<file path="src/rtl/core/modexp_pkg.sv">
// package for the modular exponentiation block: constants and controller types
package modexp_pkg;
    localparam int WORD_BITS_DEF = 32;

    typedef enum logic [3:0] {
        ST_IDLE, ST_RED_STEP, ST_CHECK, ST_MUL_START, ST_MUL_STEP,
        ST_SQR_START, ST_SQR_STEP, ST_SHIFT, ST_OUT
    } modexp_state_t;

    typedef struct packed {
        logic load;       // capture operands, begin base reduction
        logic red_step;   // one reduction bit
        logic mul_start;  // begin acc * pw
        logic sqr_start;  // begin pw * pw
        logic mm_step;    // one modular multiply bit
        logic mul_done;   // write product to acc
        logic sqr_done;   // write product to pw
        logic shift;      // drop exponent bit
    } modexp_cmd_t;

    typedef struct packed {
        logic last_bit;   // step counter at final bit
        logic exp_zero;   // exponent exhausted
        logic exp_lsb;    // current exponent bit
    } modexp_sts_t;
endpackage

</file>
<file path="src/rtl/core/modexp_ctrl.sv">
// controller state machine for square-and-multiply sequencing
module modexp_ctrl import modexp_pkg::*; (
    input  logic        aclk,
    input  logic        aresetn,
    input  logic        in_valid,
    output logic        in_ready,
    output logic        out_valid,
    input  logic        out_ready,
    input  logic        mod_zero,
    input  modexp_sts_t sts,
    output modexp_cmd_t cmd
);
    modexp_state_t state_reg, state_next;

    always_ff @(posedge aclk) begin
        if (!aresetn) begin
            state_reg <= ST_IDLE;
        end else begin
            state_reg <= state_next;
        end
    end

    always_comb begin
        state_next = state_reg;
        case (state_reg)
            ST_IDLE:      if (in_valid) state_next = mod_zero ? ST_OUT : ST_RED_STEP;
            ST_RED_STEP:  if (sts.last_bit) state_next = ST_CHECK;
            ST_CHECK: begin
                if (sts.exp_zero) state_next = ST_OUT;
                else if (sts.exp_lsb) state_next = ST_MUL_START;
                else state_next = ST_SQR_START;
            end
            ST_MUL_START: state_next = ST_MUL_STEP;
            ST_MUL_STEP:  if (sts.last_bit) state_next = ST_SQR_START;
            ST_SQR_START: state_next = ST_SQR_STEP;
            ST_SQR_STEP:  if (sts.last_bit) state_next = ST_SHIFT;
            ST_SHIFT:     state_next = ST_CHECK;
            ST_OUT:       if (out_ready) state_next = ST_IDLE;
            default:      state_next = ST_IDLE;
        endcase
    end

    always_comb begin
        cmd       = '0;
        in_ready  = 1'b0;
        out_valid = 1'b0;
        case (state_reg)
            ST_IDLE: begin
                in_ready      = 1'b1;
                cmd.load      = in_valid;
            end
            ST_RED_STEP:  cmd.red_step = 1'b1;
            ST_MUL_START: cmd.mul_start = 1'b1;
            ST_MUL_STEP: begin
                cmd.mm_step  = 1'b1;
                cmd.mul_done = sts.last_bit;
            end
            ST_SQR_START: cmd.sqr_start = 1'b1;
            ST_SQR_STEP: begin
                cmd.mm_step  = 1'b1;
                cmd.sqr_done = sts.last_bit;
            end
            ST_SHIFT:     cmd.shift = 1'b1;
            ST_OUT:       out_valid = 1'b1;
            default:      cmd = '0;
        endcase
    end
endmodule

</file>
<file path="src/rtl/core/modexp_dp.sv">
// datapath: operand registers, bit-serial reduction and modular multiply
module modexp_dp import modexp_pkg::*; #(
    parameter int WORD_BITS = WORD_BITS_DEF
) (
    input  logic                 aclk,
    input  logic [WORD_BITS-1:0] base,
    input  logic [WORD_BITS-1:0] exponent,
    input  logic [WORD_BITS-1:0] modulus,
    input  modexp_cmd_t          cmd,
    output modexp_sts_t          sts,
    output logic                 mod_zero,
    output logic [WORD_BITS-1:0] result,
    output logic                 error
);
    localparam int CW = $clog2(WORD_BITS);

    logic [WORD_BITS-1:0] mod_reg, exp_reg, acc_reg, pw_reg, r_reg, b_reg, a_reg;
    logic [CW-1:0]        cnt_reg;
    logic                 err_reg;
    logic [WORD_BITS:0]   dbl, dsum, rsum, red_sh;
    logic [WORD_BITS-1:0] dmod, r_after;

    assign mod_zero = (modulus == '0);

    // r = 2r mod m, then optionally + a mod m (r, a < m)
    always_comb begin
        dbl     = {r_reg, 1'b0};
        dmod    = (dbl >= {1'b0, mod_reg}) ? WORD_BITS'(dbl - {1'b0, mod_reg})
                                           : dbl[WORD_BITS-1:0];
        dsum    = {1'b0, dmod} + {1'b0, a_reg};
        r_after = b_reg[WORD_BITS-1]
                ? ((dsum >= {1'b0, mod_reg}) ? WORD_BITS'(dsum - {1'b0, mod_reg})
                                             : dsum[WORD_BITS-1:0])
                : dmod;
        // restoring remainder step for base reduction, base bits in b_reg
        red_sh  = {r_reg, b_reg[WORD_BITS-1]};
        rsum    = (red_sh >= {1'b0, mod_reg}) ? red_sh - {1'b0, mod_reg} : red_sh;
    end

    always_ff @(posedge aclk) begin
        if (cmd.load) begin
            mod_reg <= modulus;
            exp_reg <= exponent;
            acc_reg <= WORD_BITS'(1);
            err_reg <= mod_zero;
            r_reg   <= '0;
            b_reg   <= base;
            cnt_reg <= '0;
        end
        if (cmd.red_step) begin
            r_reg   <= rsum[WORD_BITS-1:0];
            b_reg   <= {b_reg[WORD_BITS-2:0], 1'b0};
            cnt_reg <= cnt_reg + CW'(1);
            if (sts.last_bit) pw_reg <= rsum[WORD_BITS-1:0];
        end
        if (cmd.mul_start || cmd.sqr_start) begin
            r_reg   <= '0;
            a_reg   <= pw_reg;
            b_reg   <= cmd.mul_start ? acc_reg : pw_reg;
            cnt_reg <= '0;
        end
        if (cmd.mm_step) begin
            r_reg   <= r_after;
            b_reg   <= {b_reg[WORD_BITS-2:0], 1'b0};
            cnt_reg <= cnt_reg + CW'(1);
        end
        if (cmd.mul_done) acc_reg <= r_after;
        if (cmd.sqr_done) pw_reg  <= r_after;
        if (cmd.shift)    exp_reg <= exp_reg >> 1;
    end

    assign sts.last_bit = (cnt_reg == CW'(WORD_BITS - 1));
    assign sts.exp_zero = (exp_reg == '0);
    assign sts.exp_lsb  = exp_reg[0];
    assign error  = err_reg;
    assign result = err_reg ? '0 : acc_reg;
endmodule

</file>
<file path="src/rtl/core/modular_exponentiation.sv">
// top level: modular exponentiation with stream-style handshake
//
// channel | direction | tdata fields (low bit up)
// s_      | in        | base[W-1:0], exponent, modulus (3W bits, byte padded)
// m_      | out       | result[W-1:0]; tuser = error
//
// sequence: accept, W steps of base reduction, then per exponent bit a check,
//   a multiply if the bit is set and a square (each a start state plus W steps
//   of the bit-serial modular multiplier) and a shift; a final check and the
//   output state
// a zero modulus goes straight from idle to the output state
// reset: aresetn synchronous active low, returns to idle
// one item at a time; result holds until m_tready
module modular_exponentiation import modexp_pkg::*; #(
    parameter int WORD_BITS = WORD_BITS_DEF
) (
    input  logic                                aclk,
    input  logic                                aresetn,
    input  logic                                s_tvalid,
    output logic                                s_tready,
    // base, exponent, modulus from bit 0 up
    input  logic [((3*WORD_BITS+7)/8)*8-1:0]    s_tdata,
    output logic                                m_tvalid,
    input  logic                                m_tready,
    // result
    output logic [((WORD_BITS+7)/8)*8-1:0]      m_tdata,
    // error
    output logic                                m_tuser
);
    localparam int OW = ((WORD_BITS + 7) / 8) * 8;

    modexp_cmd_t          cmd;
    modexp_sts_t          sts;
    logic                 mod_zero;
    logic [WORD_BITS-1:0] result;

    // controller sequences reduction, multiply and square passes
    modexp_ctrl u_ctrl (
        .aclk      (aclk),
        .aresetn   (aresetn),
        .in_valid  (s_tvalid),
        .in_ready  (s_tready),
        .out_valid (m_tvalid),
        .out_ready (m_tready),
        .mod_zero  (mod_zero),
        .sts       (sts),
        .cmd       (cmd)
    );

    // datapath holds operands and the shift-add modular multiplier
    modexp_dp #(.WORD_BITS(WORD_BITS)) u_dp (
        .aclk     (aclk),
        .base     (s_tdata[WORD_BITS-1:0]),
        .exponent (s_tdata[2*WORD_BITS-1:WORD_BITS]),
        .modulus  (s_tdata[3*WORD_BITS-1:2*WORD_BITS]),
        .cmd      (cmd),
        .sts      (sts),
        .mod_zero (mod_zero),
        .result   (result),
        .error    (m_tuser)
    );

    assign m_tdata = OW'(result);
endmodule

</file>
<file path="config.mk">
export PLATFORM = sky130hd
export DESIGN_NAME = modular_exponentiation
export DESIGN_NICKNAME = d
export VERILOG_FILES = /design/src/rtl/core/modexp_pkg.sv /design/src/rtl/core/modexp_ctrl.sv /design/src/rtl/core/modexp_dp.sv /design/src/rtl/core/modular_exponentiation.sv
export SDC_FILE = /design/constraint.sdc
export NUM_CORES = 1
export LEC_CHECK = 0
export ABC_CLOCK_PERIOD_IN_PS = 15730
export BUFFER_PORTS_ARGS = -buffer_cell sky130_fd_sc_hd__buf_2
export CAP_MARGIN = 15
export CORE_ASPECT_RATIO = 0.8
export CORE_MARGIN = 2
export CORE_UTILIZATION = 55
export DETAILED_ROUTE_END_ITERATION = 7
export PLACE_DENSITY = 0.7
export SYNTH_ARGS = -nofsm -noshare
export SYNTH_HDL_FRONTEND = slang
export SYNTH_SLANG_ARGS = --single-unit
</file>
<file path="constraint.sdc">
create_clock -name aclk -period 15.73 [get_ports aclk]
set_input_delay 0.7865 -clock aclk [delete_from_list [all_inputs] [get_ports aclk]]
set_output_delay 0.7865 -clock aclk [all_outputs]
set_load 0.02 [all_outputs]
</file>
==> flow_metrics.env <==
export IMPL_startpoint_type="flop"
export IMPL_syn_area_sq_um=17470
export IMPL_cts_max_path_buffers=3
export IMPL_vias=15480
export IMPL_finalHoldViolCount=0
export IMPL_avgSynthCellArea_sq_um=9.485
export IMPL_grt_pass1_wl_microns=88960
export IMPL_critPathTopFamily="compound AO/OA/AOI/OAI gates"
export IMPL_synth_edf_count=228
export IMPL_tns_ns=0
export IMPL_antenna_found_initial=0
export IMPL_drv_slew=0
export IMPL_die_w_microns=203.3
export IMPL_rr_startpoint="u_dp.r_reg[13]"
export IMPL_coreArea_sq_um=31350
export IMPL_synth_net_count=2045
export IMPL_clk_pin_slew_ns=0.07
export IMPL_seq_area_sq_um=6967
export IMPL_cap_viol_max_count=0
export IMPL_via_per_inst=6.584
export IMPL_max_slew_margin=0.2778
export IMPL_ys_seq_area_frac=0.3988
export IMPL_crit_top_cell="ha_1"
export IMPL_whs_endpoint="u_dp.mod_reg[24]"
export IMPL_worst_pin_slew_ns=1.083
export IMPL_ys_dominant_reg_cell="edfxtp_1"
export IMPL_clk_latency_ns=0.56
export IMPL_slowest_delay_ns=0.77
export IMPL_ys_async_sr_fraction=0
export IMPL_post_cts_buffers=0
export IMPL_h_tree_depth=1
export IMPL_timing_final_crit_share=0.5683
export IMPL_wl_per_cell_microns=25.59
export IMPL_drc=0
export IMPL_grt_max_degree=69
export IMPL_first_pass_iters=5
export IMPL_root_buffer="clkbuf_16"
export IMPL_port_buffers=134
export IMPL_ys_warn_count=0
export IMPL_ant_nets=0
export IMPL_required_ns=15.99
export IMPL_nets=2114
export IMPL_synth_distinct_cells=88
export IMPL_path_max_fanout=43
export IMPL_cpMaxStageDelayCell="nor4b_1"
export IMPL_diodes=0
export IMPL_grt_pass1_vias=14500
export IMPL_setup_viol=0
export IMPL_min_path_type="in -> reg"
export IMPL_initial_core_util=0.5573
export IMPL_grt_setup_unrepaired="false"
export IMPL_cts_resized=0
export IMPL_die_area_sq_um=33210
export IMPL_final_cell_mix="228 x edfxtp_1, 192 x nand2_1, 154 x o21ai_0"
export IMPL_rows=58
export IMPL_multi_input_area_sq_um=9727
export IMPL_crit_path_end_kind="flop"
export IMPL_arrival_ns=9.20
export IMPL_ys_seq_elements=234
export IMPL_grt_usage=0.3566
export IMPL_drt_iter0_drc=1786
export IMPL_drive_above_1_share=0.1600
export IMPL_worst_path_buf_inv=2
export IMPL_worstHoldPathCells=1
export IMPL_outcome="complete, no violations"
export IMPL_min_delay_start="s_tdata[88]"
export IMPL_r2r_end="u_dp.r_reg[3]"
export IMPL_syn_to_final_growth_pct=9.826
export IMPL_synth_cells=1842
export IMPL_fin_skew_ns=0.02001
export IMPL_ctsHoldBuffers=0
export IMPL_layout_min_cycle_time_ns=8.940
export IMPL_die_y_microns=163.4
export IMPL_grt_overflow=0
export IMPL_ios=135
export IMPL_post_dp_hpwl_microns=45830
export IMPL_layout_commonest_cell="edfxtp_1"
export IMPL_cts_tree="built"
export IMPL_cts_buffers=26
export IMPL_fillers=2716
export IMPL_r2r_cells=28
export IMPL_gp_congestion=1.043
export IMPL_crit_type="reg -> reg"
export IMPL_fmax_mhz=111.9
export IMPL_wl_microns=60150
export IMPL_reg2reg_setup_slack_ns=6.79
export IMPL_cts_sinks=234
## worst register-to-register path, delay by kind of cell, from the launching register on
kind                       cells  cell delay [ns]
DFF                            1             0.47
xor gates and xnor gates       1             0.22
buffers and inverters          2             0.84
AOI/OAI and AO/OA             13             3.75
adders and majority gates      3             1.06
muxes                          2             0.56
and+or+nand+nor                7             1.76
## metal layers
metal  track usage  part of all wire
met1        0.4971              0.42
met2        0.5458              0.43
met3       0.06524             0.091
met4        0.1536             0.050
met5             0                 0
## cell families (layout without fill, tap and decap cells)
kind of cell | after synthesis | in the layout | share of synthesized area
adders and majority gates | 103 | 103 | 0.07549
xor gates and xnor gates | 114 | 114 | 0.05715
muxes | 97 | 97 | 0.06345
AOI/OAI and AO/OA | 557 | 557 | 0.2099
DFF | 234 | 234 | 0.3988
and+or+nand+nor | 555 | 555 | 0.1483
buffers and inverters | 182 | 271 | 0.04691
## Yosys cell counts (all sizes together) (5+ instances only)
library cell	number	area share
edfxtp	228	0.39
nand2	194	0.042
o21ai	176	0.051
nor2	136	0.029
a21oi	128	0.040
ha	99	0.071
clkbuf	66	0.014
inv	66	0.014
xnor2	65	0.033
mux2	58	0.040
buf	50	0.019
xor2	49	0.025
nor2b	47	0.017
mux2i	39	0.023
nand3	36	0.011
a21o	35	0.015
nand4	34	0.012
nor3	34	0.0097
o22ai	31	0.011
a31o	23	0.012
nor4	22	0.0079
a221o	20	0.011
o21a	18	0.0077
a31oi	15	0.0062
o21bai	15	0.0064
nand2b	13	0.0047
o211ai	13	0.0056
and2	12	0.0044
a211oi	11	0.0050
a222oi	11	0.0063
or3	8	0.0032
a21boi	7	0.0032
a211o	6	0.0030
and3	6	0.0021
dfxtp	6	0.0069
o221ai	6	0.0030
a2111oi	5	0.0026
a221oi	5	0.0029
o31a	5	0.0026
## final cells by class
class	instances	share of cell area
clock inverters	16	0.008477
inverters	66	0.01291
well taps	420	0.02739
flip-flops and latches	234	0.3631
clock buffers	32	0.03619
multi-input cells	1426	0.5069
repair buffers	157	0.04499
## how the worst max path moves through the flow
stage / start / to / slack, ns / cells past startpoint
5_1_grt: u_dp.r_reg[19] / u_dp.r_reg[18] / 6.36 / 28
2_1_floorplan: u_dp.r_reg[6] / u_dp.r_reg[2] / 8.97 / 36
3_3_place_gp: u_dp.r_reg[13] / u_dp.r_reg[3] / 7.24 / 27
3_5_place_dp: u_dp.r_reg[17] / u_dp.r_reg[18] / 7.26 / 27
6_report: u_dp.r_reg[13] / u_dp.r_reg[3] / 6.79 / 28
4_1_cts: u_dp.r_reg[17] / u_dp.r_reg[18] / 7.17 / 27
## stage by stage
stage | hold slack, ns | instance area, sq um | cells | utilization | setup slack (ns)
2_1_floorplan | 0.4266 | 17470 | 1842 | - | 8.971
3_3_place_gp | 0.4381 | 18300 | 2302 | 0.5838 | 7.239
3_5_place_dp | 0.4440 | 18300 | 2302 | 0.5838 | 7.257
4_1_cts | 0.4078 | 19160 | 2350 | 0.6112 | 7.175
5_1_grt | 0.4165 | 19190 | 2351 | 0.6120 | 6.361
6_report | 0.4154 | 19190 | 2351 | 0.6120 | 6.790
Power is not shown: default switching activity piles up to over one toggle a cycle in this logic, so the estimate is an artifact.
